===== src/rtl/fpia_pkg.sv =====
// ----------------------------------------------------------------------------
// Fixed-position interval allocator: shared definitions
// Field widths, default sizes and the beat and table entry types used by the
// channel interfaces, the allocation engine and the top level.
// ----------------------------------------------------------------------------
package fpia_pkg;

  // Field widths of the channels.
  localparam int StartW    = 10;
  localparam int LenW      = 11;
  localparam int SizeW     = 11;
  localparam int CountOutW = 7;

  // Start plus length, wide enough for any pair of fields.
  localparam int SumW = 12;

  // Default table depth and managed memory size.
  localparam int DefMaxRegions = 64;
  localparam int DefMemCells   = 1024;

  // One request beat.
  typedef struct packed {
    logic [StartW-1:0] start_cell;
    logic [LenW-1:0]   length_cells;
    logic              allow_shift;
  } req_t;

  // One response beat.
  typedef struct packed {
    logic                 granted;
    logic                 moved;
    logic [StartW-1:0]    moved_to;
    logic [CountOutW-1:0] region_count;
  } res_t;

  // One entry of the region table.
  typedef struct packed {
    logic [StartW-1:0] start;
    logic [LenW-1:0]   len;
  } entry_t;

endpackage


===== src/rtl/fpia_if.sv =====
// ----------------------------------------------------------------------------
// Fixed-position interval allocator: channel interfaces
// Valid/ready channels for configuration writes, requests and responses.
// ----------------------------------------------------------------------------

// Configuration write channel carrying the memory size.
interface fpia_cfg_if import fpia_pkg::*; ();
  logic             valid;
  logic             ready;
  logic [SizeW-1:0] memory_size;

  modport source (output valid, output memory_size, input ready);
  modport sink   (input valid, input memory_size, output ready);
endinterface

// Request channel.
interface fpia_req_if import fpia_pkg::*; ();
  logic              valid;
  logic              ready;
  logic [StartW-1:0] start_cell;
  logic [LenW-1:0]   length_cells;
  logic              allow_shift;

  modport source (output valid, output start_cell, output length_cells,
                  output allow_shift, input ready);
  modport sink   (input valid, input start_cell, input length_cells,
                  input allow_shift, output ready);
endinterface

// Response channel.
interface fpia_rsp_if import fpia_pkg::*; ();
  logic                 valid;
  logic                 ready;
  logic                 granted;
  logic                 moved;
  logic [StartW-1:0]    moved_to;
  logic [CountOutW-1:0] region_count;

  modport source (output valid, output granted, output moved, output moved_to,
                  output region_count, input ready);
  modport sink   (input valid, input granted, input moved, input moved_to,
                  input region_count, output ready);
endinterface


===== src/rtl/fpia_engine.sv =====
// ----------------------------------------------------------------------------
// Fixed-position interval allocator: allocation engine
// Holds the sorted region table in a synchronous memory and runs one request
// at a time: scan, decide, shift the tail up by one entry, insert.
// ----------------------------------------------------------------------------
module fpia_engine import fpia_pkg::*; #(
  parameter int MAX_REGIONS = DefMaxRegions
) (
  input  logic             clk_i,
  input  logic             rst_ni,
  input  logic             clear_i,
  input  logic [SizeW-1:0] size_i,
  input  logic             req_valid_i,
  output logic             req_ready_o,
  input  req_t             req_i,
  output logic             res_valid_o,
  input  logic             res_ready_i,
  output res_t             res_o
);

  localparam int AW = $clog2(MAX_REGIONS);
  localparam int CW = $clog2(MAX_REGIONS + 1);

  localparam logic [2:0] S_IDLE = 3'd0;
  localparam logic [2:0] S_SCAN = 3'd1;
  localparam logic [2:0] S_NEXT = 3'd2;
  localparam logic [2:0] S_MOVE = 3'd3;
  localparam logic [2:0] S_INS  = 3'd4;
  localparam logic [2:0] S_MVW  = 3'd5;
  localparam logic [2:0] S_RESP = 3'd6;

  // Control state.
  logic [2:0]      state_q, state_d;
  logic [CW-1:0]   count_q, count_d;
  logic [CW-1:0]   ridx_q, ridx_d;
  logic            pend_q, pend_d;
  logic [CW-1:0]   rdst_q, rdst_d;
  logic            wpend_q, wpend_d;

  // Per-request payload.
  req_t              req_q, req_d;
  logic [SumW-1:0]   sum_q, sum_d;
  logic [CW-1:0]     succ_q, succ_d;
  logic              found_q, found_d;
  logic              has_next_q, has_next_d;
  entry_t            ent_q, ent_d;
  logic              granted_q, granted_d;
  logic              moved_q, moved_d;
  logic [StartW-1:0] moved_to_q, moved_to_d;
  logic [CW-1:0]     wdst_q, wdst_d;

  // Memory ports.
  entry_t          mem_q [MAX_REGIONS];
  entry_t          rd_q;
  logic            rd_en;
  logic [AW-1:0]   rd_addr;
  logic            wr_en;
  logic [AW-1:0]   wr_addr;
  entry_t          wr_data;

  // Decision terms.
  logic            refuse_now;
  logic            issue;
  logic            hit;
  logic [SumW-1:0] limit;
  logic [SumW-1:0] limit2;
  logic [SumW:0]   moved_end;
  logic            collide;
  logic            fits_move;

  // A request is refused up front for zero length, a start outside memory or a
  // full table.
  assign refuse_now = (req_i.length_cells == '0) ||
                      (SizeW'(req_i.start_cell) >= size_i) ||
                      (count_q >= CW'(MAX_REGIONS));

  // Scan terms: the data in rd_q belongs to entry ridx_q - 1 when pend_q is set.
  assign issue = (ridx_q < count_q);
  assign hit   = pend_q &&
                 (SumW'(req_q.start_cell) < (SumW'(rd_q.start) + SumW'(rd_q.len)));

  // Collision and shift-fit terms, evaluated in the decide cycle.
  assign limit     = found_q ? SumW'(ent_q.start) : SumW'(size_i);
  assign limit2    = has_next_q ? SumW'(rd_q.start) : SumW'(size_i);
  assign moved_end = (SumW + 1)'(sum_q) + (SumW + 1)'(ent_q.len);
  assign collide   = (sum_q > limit);
  assign fits_move = (moved_end <= (SumW + 1)'(limit2));

  // Sequencer and memory port control.
  always_comb begin
    state_d    = state_q;
    count_d    = count_q;
    ridx_d     = ridx_q;
    pend_d     = pend_q;
    rdst_d     = rdst_q;
    wpend_d    = wpend_q;
    req_d      = req_q;
    sum_d      = sum_q;
    succ_d     = succ_q;
    found_d    = found_q;
    has_next_d = has_next_q;
    ent_d      = ent_q;
    granted_d  = granted_q;
    moved_d    = moved_q;
    moved_to_d = moved_to_q;
    wdst_d     = wdst_q;
    rd_en      = 1'b0;
    rd_addr    = ridx_q[AW-1:0];
    wr_en      = 1'b0;
    wr_addr    = wdst_q[AW-1:0];
    wr_data    = rd_q;

    unique case (state_q)
      S_IDLE: begin
        if (req_valid_i) begin
          req_d      = req_i;
          sum_d      = SumW'(req_i.start_cell) + SumW'(req_i.length_cells);
          granted_d  = 1'b0;
          moved_d    = 1'b0;
          moved_to_d = '0;
          ridx_d     = '0;
          pend_d     = 1'b0;
          state_d    = refuse_now ? S_RESP : S_SCAN;
        end
      end

      // Stream the table out one entry a cycle and stop at the first region
      // that ends past the requested start.
      S_SCAN: begin
        rd_en   = issue;
        rd_addr = ridx_q[AW-1:0];
        if (issue) begin
          ridx_d = ridx_q + 1'b1;
        end
        pend_d = issue;
        if (hit) begin
          succ_d     = ridx_q - 1'b1;
          ent_d      = rd_q;
          found_d    = 1'b1;
          has_next_d = issue;
          state_d    = S_NEXT;
        end else if (!issue) begin
          succ_d     = count_q;
          found_d    = 1'b0;
          has_next_d = 1'b0;
          state_d    = S_NEXT;
        end
      end

      // rd_q now holds the entry after the successor, if there is one.
      S_NEXT: begin
        rdst_d  = count_q;
        wpend_d = 1'b0;
        if (!collide) begin
          granted_d = 1'b1;
          state_d   = S_MOVE;
        end else if (req_q.allow_shift && found_q && fits_move) begin
          granted_d  = 1'b1;
          moved_d    = 1'b1;
          moved_to_d = sum_q[StartW-1:0];
          state_d    = S_MOVE;
        end else begin
          state_d = S_RESP;
        end
      end

      // Copy entries one place up, from the top down to the successor. A read
      // of entry d - 1 is written to entry d in the next cycle, so no read ever
      // hits an entry that was just written.
      S_MOVE: begin
        wr_en   = wpend_q;
        wr_addr = wdst_q[AW-1:0];
        wr_data = rd_q;
        if (rdst_q > succ_q) begin
          rd_en   = 1'b1;
          rd_addr = AW'(rdst_q - 1'b1);
          wdst_d  = rdst_q;
          rdst_d  = rdst_q - 1'b1;
          wpend_d = 1'b1;
        end else begin
          wpend_d = 1'b0;
          state_d = S_INS;
        end
      end

      // Place the new region at the successor's slot.
      S_INS: begin
        wr_en   = 1'b1;
        wr_addr = succ_q[AW-1:0];
        wr_data = '{start: req_q.start_cell, len: req_q.length_cells};
        count_d = count_q + 1'b1;
        state_d = moved_q ? S_MVW : S_RESP;
      end

      // The shifted region lands one slot up with its new start.
      S_MVW: begin
        wr_en   = 1'b1;
        wr_addr = AW'(succ_q + 1'b1);
        wr_data = '{start: moved_to_q, len: ent_q.len};
        state_d = S_RESP;
      end

      S_RESP: begin
        if (res_ready_i) begin
          state_d = S_IDLE;
        end
      end

      default: begin
        state_d = S_IDLE;
      end
    endcase

    // A write of the memory size empties the table.
    if (clear_i) begin
      count_d = '0;
    end
  end

  // Control registers.
  always_ff @(posedge clk_i or negedge rst_ni) begin
    if (!rst_ni) begin
      state_q <= S_IDLE;
      count_q <= '0;
      ridx_q  <= '0;
      pend_q  <= 1'b0;
      rdst_q  <= '0;
      wpend_q <= 1'b0;
    end else begin
      state_q <= state_d;
      count_q <= count_d;
      ridx_q  <= ridx_d;
      pend_q  <= pend_d;
      rdst_q  <= rdst_d;
      wpend_q <= wpend_d;
    end
  end

  // Payload registers.
  always_ff @(posedge clk_i) begin
    req_q      <= req_d;
    sum_q      <= sum_d;
    succ_q     <= succ_d;
    found_q    <= found_d;
    has_next_q <= has_next_d;
    ent_q      <= ent_d;
    granted_q  <= granted_d;
    moved_q    <= moved_d;
    moved_to_q <= moved_to_d;
    wdst_q     <= wdst_d;
  end

  // Region table: one write port and one registered read port.
  always_ff @(posedge clk_i) begin
    if (wr_en) begin
      mem_q[wr_addr] <= wr_data;
    end
    if (rd_en) begin
      rd_q <= mem_q[rd_addr];
    end
  end

  assign req_ready_o = (state_q == S_IDLE);
  assign res_valid_o = (state_q == S_RESP);
  assign res_o       = '{granted:      granted_q,
                         moved:        moved_q,
                         moved_to:     moved_to_q,
                         region_count: CountOutW'(count_q)};

endmodule


===== src/rtl/fixed_position_interval_allocator_unit.sv =====
// ----------------------------------------------------------------------------
// Fixed-position interval allocator
// Grants regions at a requested start over a managed memory, moving the next
// region up when allowed, and keeps a sorted table of regions.
// ----------------------------------------------------------------------------
// Usage:
//   cfg carries the memory size; a beat sets it (saturated at MEM_CELLS) and
//   empties the table. Write it only while no request is in flight.
//   req carries one request beat (start, length, shift permission); rsp
//   returns exactly one beat per request: granted, moved, the moved region's
//   new start and the region count after the request.
//   Requests are handled one at a time. A request with a valid length, start
//   and table room scans the table linearly; a granted one then copies the
//   tail up one entry per cycle through the single memory port, inserts and,
//   when a region moves, rewrites it. A refusal for length, start or full
//   table skips the scan and goes straight to the response.
//   The response sits in an output register, so a new request is taken
//   while an earlier response waits. When the receiver stalls, the engine
//   holds its finished result until the register frees.
//   Reset empties the table and sets the memory size to zero, so every
//   request is refused until a size is written. No clearing pass is needed.
// ----------------------------------------------------------------------------
module fixed_position_interval_allocator_unit import fpia_pkg::*; #(
  parameter int MAX_REGIONS = DefMaxRegions,
  parameter int MEM_CELLS   = DefMemCells
) (
  input  logic       clk_i,
  input  logic       rst_ni,
  fpia_cfg_if.sink   cfg,
  fpia_req_if.sink   req,
  fpia_rsp_if.source rsp
);

  logic [SizeW-1:0] memory_size_q, memory_size_d;
  logic [SizeW-1:0] size;
  logic             clear;
  logic             eng_res_valid;
  logic             eng_res_ready;
  res_t             eng_res;
  req_t             req_beat;
  logic             out_valid_q, out_valid_d;
  res_t             out_q;

  // Configuration writes are always taken.
  assign cfg.ready = 1'b1;
  assign clear     = cfg.valid & cfg.ready;

  always_comb begin
    memory_size_d = clear ? cfg.memory_size : memory_size_q;
  end

  always_ff @(posedge clk_i or negedge rst_ni) begin
    if (!rst_ni) begin
      memory_size_q <= '0;
    end else begin
      memory_size_q <= memory_size_d;
    end
  end

  // Effective size, saturated at the managed memory size.
  always_comb begin
    if (int'(memory_size_q) > MEM_CELLS) begin
      size = SizeW'(MEM_CELLS);
    end else begin
      size = memory_size_q;
    end
  end

  assign req_beat = '{start_cell:   req.start_cell,
                      length_cells: req.length_cells,
                      allow_shift:  req.allow_shift};

  fpia_engine #(
    .MAX_REGIONS(MAX_REGIONS)
  ) u_engine (
    .clk_i      (clk_i),
    .rst_ni     (rst_ni),
    .clear_i    (clear),
    .size_i     (size),
    .req_valid_i(req.valid),
    .req_ready_o(req.ready),
    .req_i      (req_beat),
    .res_valid_o(eng_res_valid),
    .res_ready_i(eng_res_ready),
    .res_o      (eng_res)
  );

  // Output register: loads when empty or when its beat leaves this cycle.
  assign eng_res_ready = !out_valid_q || rsp.ready;

  always_comb begin
    if (eng_res_valid && eng_res_ready) begin
      out_valid_d = 1'b1;
    end else if (rsp.ready) begin
      out_valid_d = 1'b0;
    end else begin
      out_valid_d = out_valid_q;
    end
  end

  always_ff @(posedge clk_i or negedge rst_ni) begin
    if (!rst_ni) begin
      out_valid_q <= 1'b0;
    end else begin
      out_valid_q <= out_valid_d;
    end
  end

  always_ff @(posedge clk_i) begin
    if (eng_res_valid && eng_res_ready) begin
      out_q <= eng_res;
    end
  end

  assign rsp.valid        = out_valid_q;
  assign rsp.granted      = out_q.granted;
  assign rsp.moved        = out_q.moved;
  assign rsp.moved_to     = out_q.moved_to;
  assign rsp.region_count = out_q.region_count;

  // A refused request never reports a moved region.
  assert property (@(posedge clk_i) disable iff (!rst_ni)
    rsp.valid && !rsp.granted |-> !rsp.moved && (rsp.moved_to == '0))
    else $error("refused response reports a moved region");

  // A moved region always comes with a grant.
  assert property (@(posedge clk_i) disable iff (!rst_ni)
    rsp.valid && rsp.moved |-> rsp.granted)
    else $error("moved region without a grant");

  // The engine works on one request at a time.
  assert property (@(posedge clk_i) disable iff (!rst_ni)
    req.valid && req.ready |=> !req.ready)
    else $error("request taken while the engine is busy");

  // A stalled response beat is never overwritten by the engine.
  assert property (@(posedge clk_i) disable iff (!rst_ni)
    out_valid_q && !rsp.ready |-> !(eng_res_valid && eng_res_ready))
    else $error("output register overwritten while stalled");

endmodule


===== src/flat_wrapper.sv =====
// flat-port wrapper written by rule: the top's interface ports become plain ports
module fixed_position_interval_allocator_unit_flat import fpia_pkg::*;
#(
  parameter int MAX_REGIONS = DefMaxRegions,
  parameter int MEM_CELLS   = DefMemCells
)
  (clk_i, rst_ni, cfg_valid, cfg_memory_size, cfg_ready, req_valid, req_start_cell, req_length_cells, req_allow_shift, req_ready, rsp_valid, rsp_granted, rsp_moved, rsp_moved_to, rsp_region_count, rsp_ready);
  fpia_cfg_if cfg_i ();
  fpia_req_if req_i ();
  fpia_rsp_if rsp_i ();
  input  logic clk_i;
  input  logic rst_ni;
  input wire logic [$bits(cfg_i.valid)-1:0] cfg_valid;
  input wire logic [$bits(cfg_i.memory_size)-1:0] cfg_memory_size;
  output wire logic [$bits(cfg_i.ready)-1:0] cfg_ready;
  input wire logic [$bits(req_i.valid)-1:0] req_valid;
  input wire logic [$bits(req_i.start_cell)-1:0] req_start_cell;
  input wire logic [$bits(req_i.length_cells)-1:0] req_length_cells;
  input wire logic [$bits(req_i.allow_shift)-1:0] req_allow_shift;
  output wire logic [$bits(req_i.ready)-1:0] req_ready;
  output wire logic [$bits(rsp_i.valid)-1:0] rsp_valid;
  output wire logic [$bits(rsp_i.granted)-1:0] rsp_granted;
  output wire logic [$bits(rsp_i.moved)-1:0] rsp_moved;
  output wire logic [$bits(rsp_i.moved_to)-1:0] rsp_moved_to;
  output wire logic [$bits(rsp_i.region_count)-1:0] rsp_region_count;
  input wire logic [$bits(rsp_i.ready)-1:0] rsp_ready;
  assign cfg_i.valid = cfg_valid;
  assign cfg_i.memory_size = cfg_memory_size;
  assign cfg_ready = cfg_i.ready;
  assign req_i.valid = req_valid;
  assign req_i.start_cell = req_start_cell;
  assign req_i.length_cells = req_length_cells;
  assign req_i.allow_shift = req_allow_shift;
  assign req_ready = req_i.ready;
  assign rsp_valid = rsp_i.valid;
  assign rsp_granted = rsp_i.granted;
  assign rsp_moved = rsp_i.moved;
  assign rsp_moved_to = rsp_i.moved_to;
  assign rsp_region_count = rsp_i.region_count;
  assign rsp_i.ready = rsp_ready;
  fixed_position_interval_allocator_unit #(.MAX_REGIONS(MAX_REGIONS), .MEM_CELLS(MEM_CELLS)) u_core (.clk_i(clk_i), .rst_ni(rst_ni), .cfg(cfg_i), .req(req_i), .rsp(rsp_i));
endmodule

===== config.mk =====
export PLATFORM = sky130hd
export DESIGN_NAME = fixed_position_interval_allocator_unit_flat
export DESIGN_NICKNAME = d
export VERILOG_FILES = /design/src/rtl/fpia_pkg.sv /design/src/rtl/fpia_if.sv /design/src/rtl/fpia_engine.sv /design/src/rtl/fixed_position_interval_allocator_unit.sv /design/src/flat_wrapper.sv
export SDC_FILE = /design/constraint.sdc
export NUM_CORES = 2
export LEC_CHECK = 0
export BUFFER_PORTS_ARGS = -buffer_cell sky130_fd_sc_hd__buf_2
export CAP_MARGIN = 30
export CORE_UTILIZATION = 50
export CTS_CLUSTER_SIZE = 14
export DETAILED_ROUTE_END_ITERATION = 6
export PLACE_DENSITY = 0.65
export SYNTH_ARGS = -nofsm -noshare
export SYNTH_HDL_FRONTEND = slang
export SYNTH_SLANG_ARGS = --single-unit

===== constraint.sdc =====
create_clock -name clk_i -period 15.1 [get_ports clk_i]
set_clock_uncertainty 0.2 [all_clocks]
set_input_delay 0.755 -clock clk_i [delete_from_list [all_inputs] [get_ports clk_i]]
set_output_delay 0.755 -clock clk_i [all_outputs]
set_load 0.02 [all_outputs]

==> impl_metrics.tcl <==
set metrics [dict create \
    drt_iter0_drc 3511 \
    grt.total_usage 0.258 \
    clock_latency_ns 0.80 \
    clock_sinks 1504 \
    num-nets-final 4065 \
    setup_tns_ns 0 \
    ys_ff_latch 1504 \
    min_to "u_core.u_engine.req_q[15]" \
    crit_buf_inv 5 \
    portBuffers 58 \
    crit_slowest_cell "buf_4" \
    critical_path.max_stage_delay_ns 0.76 \
    netlist_area_um2 62000 \
    die_h_um 354 \
    rsz0062_at_grt "no" \
    detail_route.vias_per_cell 6.05 \
    crit_type "reg2reg" \
    place.gp.congestion 0.851 \
    min_period_over_period 0.450 \
    finalCriticalPeriod_ns 6.80 \
    p_per_area_nw_per_um2 173 \
    wirelength_um 163000 \
    antenna_found_initial 6 \
    fp-row-count 128 \
    synth_async_sr_flop_share 0.0253 \
    grt_pass1_wl_um 234000 \
    ir_worst_vdd_mv 0.196 \
    synth.net_count 3932 \
    area_growth_pct 12.8 \
    clk_pin_slew_ns 0.06 \
    fmax_mhz 147 \
    crit_chain "buf_4 -> nand3b_1 -> a41oi_1 -> o31ai_4 -> buf_4 -> mux2i_4 -> buf_12 -> buf_4 -> buf_4 -> mux2_2 -> o22ai_1 -> nor2_1 -> a22oi_1 -> nand4_1" \
    ant_nets 0 \
    die_x_um 354 \
    syn_inst 3801 \
    final_layout_size_suffix_gt1_frac 0.247 \
    dieArea_um2 125000 \
    synth.distinct_cells 64 \
    synth_largest_area_cell "edfxtp_1" \
    slew_headroom 0.158 \
    cp_data_arrival_time_ns 7.09 \
    cts_buffers 155 \
    worst-r2r-cell-count 14 \
    cts_tree "yes" \
    finalPower_w 0.0121 \
    dp_slack_ns 8.32 \
    critPathLaunchType "flop" \
    num_vias 34400 \
    drc 0 \
    r2r-end "u_core.u_engine.rd_q[5]" \
    grt_overflow_total 0 \
    grt_max_degree 167 \
    hold_path_class "in2reg" \
    r2r_start "u_core.u_engine.state_q[0]" \
    yosys-top-cells-area "edfxtp_1 71%, mux2_2 9.9%, o22ai_1 2.9%" \
    status "completed" \
    end_kind "flop" \
    slew_viol_final 0 \
    cts_max_level 4 \
    yosysMostFrequentCell "edfxtp_1" \
    cpMostUsedCell "buf_4" \
    grt_pass1_vias 33800 \
    hp-start "req_start_cell[3]" \
    crit_fanout 152 \
    cap_violations 0 \
    hold_viol 0 \
    leakage_nw 23.0 \
    ys.flop_type "edfxtp_1" \
    start_util 0.506 \
    cts_resized 0 \
    required_ns 15.39 \
    synth_top_area_frac 0.710 \
    clk_path_buf_depth 3 \
    seq_area_frac_synth 0.726 \
    drt-pass1-iter-count 7 \
    post-route-worst-setup-slack_ns 8.30 \
    postCtsHoldBufs 20 \
    hold_depth 1 \
    finalSetupViolations 0 \
    nFillCells 9362 \
    dp_hpwl_um 91800 \
    avgSynthCellArea_um2 16.3 \
    ios 60 \
    cp_top_family "buffers and inverters" \
    clockRootBuffer "clkbuf_16" \
    cts_setup_buffers 0 \
    synth_edf_count 1466 \
    wl_per_cell_um 28.6 \
    core_area_um2 122000 \
    worstMarginPinSlew_ns 1.26 \
    yosysWarnings 0 \
    ys_top_cells_by_count "1,466 x edfxtp_1, 547 x mux2_2, 292 x o22ai_1" \
    r2r_slack_ns 8.30 \
]
[cell families after synthesis]
logic type | share of synthesized area
flops | 0.726
xor+xnor | 0.00622
mux | 0.121
simple gates | 0.0420
other cells | 0.0000605
buf+inv | 0.0182
fa+ha+maj | 0.0191
compound gates | 0.0679
[how the worst max path moves through the flow]
stage | startpoint | end | slack (ns) | cells after the start
floorplan | u_core.u_engine.state_q[0] | u_core.u_engine.mem_q[0][10] | 9.96 | 5
global placement | u_core.u_engine.state_q[0] | u_core.u_engine.rd_q[5] | 8.35 | 14
detailed placement | u_core.u_engine.state_q[0] | u_core.u_engine.rd_q[5] | 8.32 | 14
CTS | u_core.u_engine.state_q[0] | u_core.u_engine.rd_q[5] | 8.28 | 14
global route | u_core.u_engine.state_q[0] | u_core.u_engine.rd_q[5] | 8.00 | 14
finish | u_core.u_engine.state_q[0] | u_core.u_engine.rd_q[5] | 8.30 | 14
[report_power, final]
part | switching (W) | internal (W)
sequential | 0.0000963 | 0.00522
clock | 0.00158 | 0.00208
combinational | 0.00214 | 0.00101
[cells in the final DEF (no fill, tap or decap), drive strengths merged, types with 47 or more instances in the layout]
master / n
clkinv: 57
clkbuf: 207
edfxtp: 1466
buf: 154
ha: 90
nand2: 83
a21oi: 93
o21ai: 115
mux2: 639
nor2b: 59
a211oi: 47
inv: 56
nor2: 268
o22ai: 292
nor3: 60
[final cells by class]
type | instances | area (um2) | share of cell area
Clock buffer | 207 | 4250 | 0.0608
Timing Repair Buffer | 174 | 1350 | 0.0193
Tap cell | 1625 | 2030 | 0.0291
Antenna cell | 2 | 5.00 | 0.0000716
Clock inverter | 68 | 587 | 0.00839
Inverter | 53 | 199 | 0.00285
Sequential cell | 1504 | 45000 | 0.643
Multi-Input combinational cell | 2046 | 16500 | 0.236
[registers in the layout, indices dropped and copies added (netlist names), 3 cells and up]
register,cells
u_core.u_engine.mem_q,1344
u_core.u_engine.req_q,22
u_core.u_engine.ent_q,21
u_core.u_engine.rd_q,21
u_core.u_engine.sum_q,12
u_core.memory_size_q,11
u_core.rsp.moved_to,10
u_core.u_engine.moved_to_q,10
u_core.rsp.region_count,7
u_core.u_engine.count_q,7
u_core.u_engine.rdst_q,7
u_core.u_engine.ridx_q,7
u_core.u_engine.succ_q,7
u_core.u_engine.wdst_q,6
u_core.u_engine.state_q,3
[per-layer routing]
| layer | track usage | vias up | wire length, um |
|---|---|---|---|
| met5 | 0 | - | 79 |
| met4 | 0.104 | 10 | 6350 |
| met3 | 0.0524 | 286 | 11600 |
| met2 | 0.414 | 1258 | 77300 |
| met1 | 0.346 | 17600 | 67300 |
| li1 | - | 15200 | - |
[worst register-to-register path, cell delays in order (launching register included)]
cell and delay, ns:
dfrtp_2 0.33, buf_4 0.48, nand3b_1 0.71, a41oi_1 0.55
o31ai_4 0.12, buf_4 0.25, mux2i_4 0.24, buf_12 0.52
buf_4 0.79, buf_4 0.78, mux2_2 0.44, o22ai_1 0.18
nor2_1 0.10, a22oi_1 0.66, nand4_1 0.16
[stage by stage]
stage | utilization | cell area [um2] | hold WS [ns] | instances
2_1_floorplan | - | 62000 | 0.200 | 3801
3_3_place_gp | 0.529 | 64800 | 0.207 | 5375
3_5_place_dp | 0.530 | 64800 | 0.212 | 5378
4_1_cts | 0.571 | 69800 | 0.00272 | 5673
5_1_grt | 0.571 | 69900 | 0.0219 | 5677
6_report | 0.571 | 69900 | 0.0420 | 5679
Power figures use the tool's default switching activity.
